[config.mk]
export PLATFORM = sky130hd
export DESIGN_NAME = ready_queue_scheduler
export DESIGN_NICKNAME = d
export VERILOG_FILES = /design/src/rqs_pkg.sv /design/src/ready_queue_scheduler.sv
export SDC_FILE = /design/constraint.sdc
export NUM_CORES = 1
export LEC_CHECK = 0
export ABC_AREA = 1
export BUFFER_PORTS_ARGS = -buffer_cell sky130_fd_sc_hd__buf_2
export CAP_MARGIN = 40
export CORE_MARGIN = 10
export CORE_UTILIZATION = 41
export DETAILED_ROUTE_END_ITERATION = 8
export PLACE_DENSITY = 0.55
export SETUP_SLACK_MARGIN = 0.5
export SLEW_MARGIN = 40
export SYNTH_ARGS = -nofsm -noshare
export SYNTH_HDL_FRONTEND = slang
export SYNTH_SLANG_ARGS = --single-unit
[constraint.sdc]
create_clock -name clk -period 5.5 [get_ports clk]
set_clock_uncertainty 0.1 [all_clocks]
set_input_delay 0.55 -clock clk [delete_from_list [all_inputs] [get_ports clk]]
set_output_delay 0.55 -clock clk [all_outputs]
set_load 0.05 [all_outputs]
[src/rqs_pkg.sv]
// Shared types and codes of the ready queue scheduler: request and response
// beats, queue entry layout, command, status and register codes, sequencer states.
// No dependencies.
package rqs_pkg;

	localparam int QueueDepthDefault = 16;

	localparam logic [1:0] CmdEnqueue  = 2'd0;
	localparam logic [1:0] CmdEnd      = 2'd1;
	localparam logic [1:0] CmdDispatch = 2'd2;

	localparam logic [2:0] StatAccepted   = 3'd0;
	localparam logic [2:0] StatDispatched = 3'd1;
	localparam logic [2:0] StatWait       = 3'd2;
	localparam logic [2:0] StatDone       = 3'd3;
	localparam logic [2:0] StatFull       = 3'd4;

	localparam logic [1:0] PolicyFcfs = 2'd0;
	localparam logic [1:0] PolicySjf  = 2'd1;
	localparam logic [1:0] PolicyRr   = 2'd2;

	localparam logic CfgPolicyMode  = 1'b0;
	localparam logic CfgTimeQuantum = 1'b1;

	localparam logic [15:0] QuantumReset = 16'd20;

	typedef struct packed {
		logic [1:0]  cmd;
		logic [15:0] proc_id;
		logic [15:0] burst_length;
	} req_t;

	typedef struct packed {
		logic [2:0]  status;
		logic [15:0] chosen_id;
		logic [15:0] slice_length;
		logic [15:0] time_left;
		logic        completed;
	} rsp_t;

	typedef struct packed {
		logic [15:0] ident;
		logic [15:0] burst;
		logic [15:0] remaining;
	} entry_t;

	typedef enum logic [2:0] {
		StIdle,
		StHeadData,
		StScan,
		StShift,
		StApply,
		StResult
	} state_t;

endpackage

[src/ready_queue_scheduler.sv]
// Ready queue scheduler top level: circular entry memory, scan and shift sequencer,
// response register. Depends on rqs_pkg.
//
// Usage: commands arrive as req beats (valid/ready), one response beat per
// command leaves on rsp (valid/ready). Configuration is written through
// cfg_wr_en/cfg_addr/cfg_wdata while the block is idle: index 0 policy_mode,
// index 1 time_quantum.
// The block takes one command at a time; req_ready is high only while idle.
// Path from accepted beat to response register, by command:
//   enqueue, end, empty dispatch: straight to the result state
//   FCFS or RR dispatch: a memory read of the head, then the apply state
//   SJF dispatch: the single-port scan over all entries, followed by the shift
//   that closes the gap, one entry a cycle, then the apply state.
// A waiting response does not block the next command from being accepted;
// if the receiver stalls, the following response holds in the result state
// until the register frees, and req_ready stays low meanwhile.
// Reset clears the queue (occupancy zero), the end-of-input flag, the
// response valid and sets policy 0, quantum 20. The entry memory has no reset.
module ready_queue_scheduler #(
	parameter int QueueDepth = rqs_pkg::QueueDepthDefault
) (
	input  logic          clk,
	input  logic          arst_n,
	input  logic          req_valid,
	output logic          req_ready,
	input  rqs_pkg::req_t req,
	output logic          rsp_valid,
	input  logic          rsp_ready,
	output rqs_pkg::rsp_t rsp,
	input  logic          cfg_wr_en,
	input  logic          cfg_addr,
	input  logic [15:0]   cfg_wdata
);

	localparam int AddrW = (QueueDepth > 1) ? $clog2(QueueDepth) : 1;
	localparam int CntW  = $clog2(QueueDepth + 1);

	function automatic logic [AddrW-1:0] ptr_inc(input logic [AddrW-1:0] p);
		ptr_inc = (p == AddrW'(QueueDepth - 1)) ? '0 : p + AddrW'(1);
	endfunction

	function automatic logic [AddrW-1:0] ptr_dec(input logic [AddrW-1:0] p);
		ptr_dec = (p == '0) ? AddrW'(QueueDepth - 1) : p - AddrW'(1);
	endfunction

	rqs_pkg::state_t state_q, state_d;

	logic [1:0]       policy_q;
	logic [15:0]      quantum_q;
	logic [CntW-1:0]  occ_q;
	logic [AddrW-1:0] head_q, tail_q;
	logic             input_over_q;
	logic [CntW-1:0]  cnt_q;
	logic [AddrW-1:0] ptr_q;
	logic             issue_s1;
	logic [AddrW-1:0] ptr_s1;
	logic [CntW-1:0]  pos_s1;
	logic             first_q;
	rqs_pkg::entry_t  best_q;
	logic [CntW-1:0]  best_pos_q;
	logic [AddrW-1:0] best_ptr_q;
	rqs_pkg::entry_t  sel_q;
	rqs_pkg::rsp_t    res_q;
	rqs_pkg::rsp_t    rsp_q;
	logic             rsp_valid_q;
	logic [2:0]       idle_status;

	rqs_pkg::entry_t  entry_mem_q [QueueDepth];
	rqs_pkg::entry_t  rd_entry_q;
	logic [AddrW-1:0] mem_raddr, mem_waddr;
	logic             mem_we;
	rqs_pkg::entry_t  mem_wdata;

	logic full, rsp_free, requeue, walk_left, scan_exit, shift_exit;

	assign full       = (occ_q == CntW'(QueueDepth));
	assign rsp_free   = !rsp_valid_q || rsp_ready;
	assign requeue    = (policy_q == rqs_pkg::PolicyRr) && (sel_q.remaining > quantum_q);
	assign walk_left  = (cnt_q < occ_q);
	assign scan_exit  = !walk_left && !issue_s1;
	assign shift_exit = !walk_left && !issue_s1;

	assign rsp_valid = rsp_valid_q;
	assign rsp       = rsp_q;

	always_comb begin
		priority if (req.cmd == rqs_pkg::CmdEnqueue && full) begin
			idle_status = rqs_pkg::StatFull;
		end else if (req.cmd == rqs_pkg::CmdDispatch && occ_q == '0) begin
			idle_status = input_over_q ? rqs_pkg::StatDone : rqs_pkg::StatWait;
		end else begin
			idle_status = rqs_pkg::StatAccepted;
		end
	end

	always_ff @(posedge clk) begin
		if (mem_we) begin
			entry_mem_q[mem_waddr] <= mem_wdata;
		end
		rd_entry_q <= entry_mem_q[mem_raddr];
	end

	always_comb begin
		state_d = state_q;
		unique case (state_q)
			rqs_pkg::StIdle: begin
				if (req_valid) begin
					if (req.cmd == rqs_pkg::CmdDispatch && occ_q != '0) begin
						state_d = (policy_q == rqs_pkg::PolicySjf) ?
							rqs_pkg::StScan : rqs_pkg::StHeadData;
					end else begin
						state_d = rqs_pkg::StResult;
					end
				end
			end
			rqs_pkg::StHeadData: state_d = rqs_pkg::StApply;
			rqs_pkg::StScan: begin
				if (scan_exit) state_d = rqs_pkg::StShift;
			end
			rqs_pkg::StShift: begin
				if (shift_exit) state_d = rqs_pkg::StApply;
			end
			rqs_pkg::StApply: state_d = rqs_pkg::StResult;
			rqs_pkg::StResult: begin
				if (rsp_free) state_d = rqs_pkg::StIdle;
			end
			default: state_d = rqs_pkg::StIdle;
		endcase
	end

	always_comb begin
		req_ready = 1'b0;
		mem_raddr = head_q;
		mem_we    = 1'b0;
		mem_waddr = tail_q;
		mem_wdata = rd_entry_q;
		unique case (state_q)
			rqs_pkg::StIdle: begin
				req_ready = 1'b1;
				mem_we    = req_valid && req.cmd == rqs_pkg::CmdEnqueue && !full;
				mem_wdata = '{ident: req.proc_id, burst: req.burst_length,
					remaining: req.burst_length};
			end
			rqs_pkg::StScan: mem_raddr = ptr_q;
			rqs_pkg::StShift: begin
				mem_raddr = ptr_q;
				mem_we    = issue_s1;
				mem_waddr = ptr_dec(ptr_s1);
			end
			rqs_pkg::StApply: begin
				mem_we    = requeue;
				mem_wdata = '{ident: sel_q.ident, burst: sel_q.burst,
					remaining: sel_q.remaining - quantum_q};
			end
			default: ;
		endcase
	end

	always_ff @(posedge clk or negedge arst_n) begin
		if (!arst_n) begin
			state_q      <= rqs_pkg::StIdle;
			policy_q     <= rqs_pkg::PolicyFcfs;
			quantum_q    <= rqs_pkg::QuantumReset;
			occ_q        <= '0;
			head_q       <= '0;
			tail_q       <= '0;
			input_over_q <= 1'b0;
			cnt_q        <= '0;
			ptr_q        <= '0;
			issue_s1     <= 1'b0;
			rsp_valid_q  <= 1'b0;
		end else begin
			state_q <= state_d;
			if (cfg_wr_en) begin
				unique case (cfg_addr)
					rqs_pkg::CfgPolicyMode:  policy_q  <= cfg_wdata[1:0];
					rqs_pkg::CfgTimeQuantum: quantum_q <= cfg_wdata;
					default: ;
				endcase
			end
			if (state_q == rqs_pkg::StResult && rsp_free) begin
				rsp_valid_q <= 1'b1;
			end else if (rsp_ready) begin
				rsp_valid_q <= 1'b0;
			end
			unique case (state_q)
				rqs_pkg::StIdle: begin
					issue_s1 <= 1'b0;
					if (req_valid) begin
						if (req.cmd == rqs_pkg::CmdEnqueue && !full) begin
							tail_q <= ptr_inc(tail_q);
							occ_q  <= occ_q + CntW'(1);
						end
						if (req.cmd == rqs_pkg::CmdEnd) input_over_q <= 1'b1;
						cnt_q <= '0;
						ptr_q <= head_q;
					end
				end
				rqs_pkg::StHeadData: begin
					head_q <= ptr_inc(head_q);
					occ_q  <= occ_q - CntW'(1);
				end
				rqs_pkg::StScan: begin
					issue_s1 <= walk_left;
					if (walk_left) begin
						cnt_q <= cnt_q + CntW'(1);
						ptr_q <= ptr_inc(ptr_q);
					end
					if (scan_exit) begin
						cnt_q <= best_pos_q + CntW'(1);
						ptr_q <= ptr_inc(best_ptr_q);
					end
				end
				rqs_pkg::StShift: begin
					issue_s1 <= walk_left;
					if (walk_left) begin
						cnt_q <= cnt_q + CntW'(1);
						ptr_q <= ptr_inc(ptr_q);
					end
					if (shift_exit) begin
						tail_q <= ptr_dec(tail_q);
						occ_q  <= occ_q - CntW'(1);
					end
				end
				rqs_pkg::StApply: begin
					if (requeue) begin
						tail_q <= ptr_inc(tail_q);
						occ_q  <= occ_q + CntW'(1);
					end
				end
				default: ;
			endcase
		end
	end

	always_ff @(posedge clk) begin
		ptr_s1 <= ptr_q;
		pos_s1 <= cnt_q;
		unique case (state_q)
			rqs_pkg::StIdle: begin
				first_q <= 1'b1;
				res_q   <= '{status: idle_status, chosen_id: '0, slice_length: '0,
					time_left: '0, completed: 1'b0};
			end
			rqs_pkg::StHeadData: sel_q <= rd_entry_q;
			rqs_pkg::StScan: begin
				if (issue_s1 && (first_q || rd_entry_q.burst < best_q.burst)) begin
					best_q     <= rd_entry_q;
					best_pos_q <= pos_s1;
					best_ptr_q <= ptr_s1;
					first_q    <= 1'b0;
				end
			end
			rqs_pkg::StShift: sel_q <= best_q;
			rqs_pkg::StApply: begin
				res_q.status    <= rqs_pkg::StatDispatched;
				res_q.chosen_id <= sel_q.ident;
				if (requeue) begin
					res_q.slice_length <= quantum_q;
					res_q.time_left    <= sel_q.remaining - quantum_q;
					res_q.completed    <= 1'b0;
				end else begin
					res_q.slice_length <= sel_q.remaining;
					res_q.time_left    <= '0;
					res_q.completed    <= 1'b1;
				end
			end
			rqs_pkg::StResult: begin
				if (rsp_free) rsp_q <= res_q;
			end
			default: ;
		endcase
	end

endmodule

Yosys cells after proc, flatten, opt, wreduce, memory -nomap -nowiden
Memories as Yosys holds them, arrays and structs flattened. A register that Yosys moved wholly into a read port is not among the register bits.
Index checks and enable logic that the tools add are counted.
W data, S select, Z words.
Word-level totals
  flip-flop bits (word level): 265
  bits in writable memories: 768
  input port bits: 56
  memories kept: 1
Operators by class
  add/sub/neg operators: 11
  magnitude comparators: 3
  equal/unequal tests: 21
  mux-type cells: 49
  bitwise logic cells: 1
  reduce and logical (&&, ||, !) cells: 41
Memories
  entry_mem_q: words 16, width 48, read ports 1, clocked after Yosys merged registers in 1, write ports 1, line ready_queue_scheduler.sv:68  | rqs_pkg::entry_t entry_mem_q [QueueDepth];
Operator list (number)
  $pmux W48 S2: 2
  $pmux W52 S2: 1
  $mux W4: 15
  $mux W5: 7
  $mux W33: 1
  $pmux W4 S3: 2
  $pmux W5 S4: 1
  $mux W3: 6
  $pmux W3 S6: 1
  $add A4 B1 Y4 const B: 4
  $eq A4 B4 Y1 const B: 4
  $gt A16 B16 Y1: 1
  $lt A16 B16 Y1: 1
  $sub A16 B16 Y16: 1
  $add A5 B1 Y5 const B: 3
  $pmux W5 S3: 1
  $ne A2 B2 Y1 const B: 7
  $reduce_and A2 Y1: 6
  $logic_and A1 B1 Y1: 10
  $reduce_and A5 Y1: 2
  $reduce_bool A2 Y1: 5
  $logic_not A4 Y1: 2
  $sub A4 B1 Y4 const B: 2
  $mux W1: 7
  23 further kinds: 34

Longest topological paths before layout
  depth after elaboration: 6
  mapped depth: 16
  depth with buffers taken out: 15

Least setup slack after synthesis
No wires, ideal clock.
  path type: reg-to-reg
  start: register quantum_q[0]
  end: memory entry_mem_q[0][0] in the netlist's numbering, enable pin
  setup time: 0.454 ns
  arrival: 3.792 ns
  required time: 4.946 ns
  slack: 1.154 ns
  cell stages (with the launch flop): 14
  buffers on the path: 0
  clock period less this slack: 4.346 ns
  cells stage by stage: dfrtp_1 > ha_1 > fa_1 > inv_1 > nand3_1 > nand2_1 > nand2_1 > nand2_1 > nand2_1 > nand2_1 > nand3_1 > nand3_1 > nand2_1 > nor2_1
On the way
  longest elaborated chain between the ends: 5
Ends and longest elaborated chain
  from (decl): line ready_queue_scheduler.sv:49  | logic [15:0] quantum_q;
  from (signal assigned): line ready_queue_scheduler.sv:163  | quantum_q <= rqs_pkg::QuantumReset;
  from (signal assigned): line ready_queue_scheduler.sv:177  | rqs_pkg::CfgTimeQuantum: quantum_q <= cfg_wdata;
  $gt A16 B16 Y1: line ready_queue_scheduler.sv:78  | assign requeue = (policy_q == rqs_pkg::PolicyRr) && (sel_q.remaining > quantum_q);
  $logic_and A1 B1 Y1: line ready_queue_scheduler.sv:78
  $pmux W1 S3: line ready_queue_scheduler.sv:137  | unique case (state_q)
  $mux W1: line ready_queue_scheduler.sv:97  | if (mem_we) begin
  $mux W1 (not written as such): line ready_queue_scheduler.sv:98  | entry_mem_q[mem_waddr] <= mem_wdata;
  to (decl): line ready_queue_scheduler.sv:68
Every way passes these cells.

Worst setup path after layout
  start: register quantum_q[0]
  end: memory entry_mem_q[10][7] in the netlist's numbering, enable pin
Same word-level chain as after synthesis.

==> results.py <==
metrics = {
    "sta": {
        "fin_setup_tns_ns": 0,
        "worst_slew_pin_slew_ns": 0.867,
        "setup_viol": 0,
        "finalMaxSlewViolations": 0,
        "hold_viol_final": 0,
        "rsz0062_at_grt": "no",
        "period_needed_ns": 4.07,
        "max_slew_margin_pct": 42.2,
        "finalCritPeriodShare_pct": 74.0,
        "worst_slack_ns": 1.43,
        "max_freq_mhz": 246,
    },
    "global_route": {
        "grt_max_degree": 113,
        "grt_pass1_vias": 26400,
        "grtUsageTotal_pct": 18.3,
        "grt_pass1_wl_um": 169000,
        "grt_antenna_before_repair": 1,
        "grt.overflow.total": 0,
    },
    "cts": {
        "ctsResizeCount": 0,
        "cts_max_path_buffers": 3,
        "cts_root_buf": "clkbuf_16",
        "clkTransAtPathRegs_ns": 0.06,
        "htreeDepth": 3,
        "insertion_delay_ns": 0.68,
        "cts_tree": "yes",
        "cts_num_sinks": 1081,
        "numCtsBuffers": 112,
    },
    "critical_path": {
        "critPathLaunch": "quantum_q[0]",
        "crit_top_cell": "nand2_1",
        "crit_buf_inv": 3,
        "crit_slowest_cell": "buf_4",
        "cp_cell_sequence": "ha_1 > fa_1 > inv_1 > nand3_1 > nand2_1 > nand2_1 > nand2_1 > nand2_1 > nand2_1 > nand3_1 > buf_4 > nand3_1 > nand2_1 > nor2_4 > buf_4",
        "r2r_start": "quantum_q[0]",
        "max_stage_delay_ns": 0.56,
        "cp.arrival_ns": 4.28,
        "worst_setup_path_start_kind": "flop",
        "worstPathMaxFanout": 34,
        "end_kind": "flop",
        "path_class": "reg -> reg",
        "critical_path.top_delay_family": "simple AND/OR/NAND/NOR gates",
        "required_ns": 5.71,
    },
    "synth": {
        "syn_inst": 3556,
        "synthesis.area_mm2": 0.0441,
        "yosys.area_share.simple_pct": 10.5,
        "synth_mux_area_share_pct": 0,
        "synth_adder_area_share_pct": 1.45,
        "avgSynthCellArea_um2": 12.4,
        "synth_top_family_by_area": "compound AO/OA/AOI/OAI gates",
        "synth-xor-area-share_pct": 0.457,
        "synth_cell_types": 42,
        "synth_nets": 3662,
        "yosys_warnings": 0,
        "ys_seq_area_share_pct": 71.8,
        "synth_edf_count": 978,
        "synth_compound_area_share_pct": 10.7,
        "async_flop_share_pct": 4.26,
        "ys_seq_elements": 1081,
        "synth_ff_type": "edfxtp_1",
    },
    "flow_run": {
        "drv_cap": 0,
    },
    "drt": {
        "post_drt_wl_per_cell_um": 21.9,
        "drt_first_pass_iters": 5,
        "drtIter0Drc": 2327,
        "num_vias": 27500,
        "via_per_inst": 5.32,
        "drc_errors": 0,
        "wirelength_um": 113000,
        "ant_nets": 0,
    },
    "floorplanning": {
        "core-area_mm2": 0.107,
        "start_util_pct": 41.2,
        "top_level_ports": 110,
        "die_x_um": 348,
        "rows": 120,
        "die_height_um": 348,
        "dieArea_mm2": 0.121,
    },
    "placement": {
        "port_buffers": 109,
        "place_inst": 4937,
        "place_congestion": 0.850,
        "dp_worst_setup_slack_ns": 1.42,
        "hpwlAfterDp_um": 68200,
    },
    "layout": {
        "drive_gt1_share_pct": 10.8,
        "fin_nets": 3761,
        "area.growth.synth_to_final_pct": 13.7,
        "fin_cells": 5159,
    },
    "power_and_ir_drop": {
        "power.share.switching_pct": 39.0,
        "powerDensity_mw_per_mm2": 610,
        "p_leak_nw": 18.3,
        "pwr-share-comb_pct": 34.9,
        "ir_drop_mv": 0.458,
        "seqPwrFrac_pct": 40.5,
        "p_int_mw": 18.6,
        "pwr-share-clk_pct": 24.6,
        "power_switching_mw": 11.9,
    },
    "run_status": {
        "status": "complete, no violations",
    },
    "min_path": {
        "holdCritPathClass": "in -> reg",
        "hold_start": "cfg_wdata[6]",
    },
}
layout by cell type, fill, tap and decap left out, types with 5 or more instances in the layout:
| cell | instances |
|---|---|
| o22ai_1 | 6 |
| clkbuf_1 | 25 |
| bufinv_16 | 11 |
| o21ai_1 | 15 |
| nand2_1 | 629 |
| nor2_1 | 280 |
| clkbuf_16 | 113 |
| buf_12 | 14 |
| nand3_1 | 164 |
| nand3_2 | 11 |
| clkinvlp_4 | 12 |
| buf_2 | 109 |
| a221o_1 | 14 |
| xor2_1 | 19 |
| buf_4 | 46 |
| nand4_1 | 15 |
| edfxtp_1 | 978 |
| o211ai_1 | 392 |
| nand2_2 | 5 |
| clkinv_2 | 26 |
| o21ai_0 | 240 |
| a21oi_1 | 42 |
| dfxtp_1 | 57 |
| ha_1 | 48 |
| dfrtp_1 | 44 |
| nor2_4 | 20 |
| inv_2 | 9 |
| inv_1 | 330 |
| clkinv_1 | 19 |
layer usage:
layer / up-vias / wire [µm] / part of all wire [%] / GRT usage, %
met5: - / 0 / 0 / 0
met4: 0 / 2440 / 2.2 / 4.83
met3: 148 / 7790 / 6.9 / 3.63
met2: 851 / 50800 / 45 / 28.1
met1: 13500 / 52000 / 46 / 26.2
li1: 12900 / - / - / -
power groups by stage:
stage / combinational [mW] / clock, mW / sequential (mW)
5_1_grt: 11.7 / 7.99 / 12.5
4_1_cts: 10.7 / 7.64 / 12.4
2_1_floorplan: 6.29 / 0 / 12.8
3_5_place_dp: 10.6 / 0 / 12.5
3_3_place_gp: 10.6 / 0 / 12.5
6_report: 10.7 / 7.52 / 12.4
cell usage after synthesis, types with 2 or more instances:
master,count,area [µm²]
edfxtp_1,978,29400
clkbuf_1,40,150
o211ai_1,392,2940
nor3_1,4,20.0
ha_1,48,601
nor2_1,297,1110
buf_2,130,651
fa_1,2,40.0
dfxtp_1,57,1140
dfstp_2,2,52.6
nand3_1,174,871
nand2_2,4,25.0
clkbuf_2,2,10.0
nand4_1,15,93.8
nor2_4,3,33.8
dfrtp_1,44,1100
nand3b_1,3,22.5
inv_2,6,22.5
nor4_1,3,18.8
o21ai_0,240,1200
inv_1,336,1260
nand2_1,632,2370
buf_4,10,75.1
or2_2,4,25.0
buf_1,11,41.3
a21o_1,3,22.5
xor2_1,19,166
o22ai_1,6,37.5
a21oi_1,43,215
o21bai_1,3,22.5
o21a_1,2,15.0
xnor2_1,4,35.0
o21ai_1,15,75.1
a221o_1,16,160
final cells by class:
type	instances	area, µm²
clock buffer	141	2960
antenna	1	2.50
inverter	342	1290
multi-input combinational	1940	10400
timing repair buffer	178	1290
clock inverter	73	701
tap	1403	1760
fill	9472	56800
sequential	1081	31700
path summary, 6_finish.rpt:
check | slack [ns] | end | cells past startpoint
min reg2reg | 0.30 | best_pos_q[4] | 0
max | 1.43 | entry_mem_q[10][7] | 15
min | 0.04 | quantum_q[6] | 3
min in group asynchronous | 0.43 | occ_q[2] | 3
max in group asynchronous | 4.40 | quantum_q[12] | 3
max reg2reg | 1.43 | entry_mem_q[10][7] | 15
logic make-up (layout without fill, tap and decap cells):
group	count (synthesis)	in the layout
buffers and inverters	535	734
xor gates and xnor gates	23	23
adders and majority gates	50	50
DFF	1081	1081
other	0	1
AOI/OAI and AO/OA	723	723
and+or+nand+nor	1144	1144
what timing repair did:
item,in CTS,in global routing
endpoints found under the hold margin,47,0
hold buffers,4,0
buffers inserted,0,0
registers in the layout, summed over array words and instances, names as in the netlist, 16 cells and up:
signal / count
rd_entry_q: 48
res_q: 52
best_q: 48
quantum_q: 16
sel_q: 48
rsp: 52
entry_mem_q: 768
worst min-delay path: cells and delay by family:
kind                   cells  cell delay (ns)
AO/OA/AOI/OAI              1             0.10
AND/OR/NAND/NOR            1             0.04
buffers and inverters      1             0.08
per-stage QoR:
step	cell area, µm²	hold slack (ns)	util [%]	total power [mW]
floorplan	44100	0.154	-	19.1
detailed placement	46300	0.289	43.3	23.2
global route	50100	0.0295	46.9	32.2
finish	50100	0.0429	46.9	30.5
global placement	46300	0.285	43.3	23.1
CTS	50000	0.00241	46.8	30.7
Note: power is estimated with default switching activity, not from simulation.
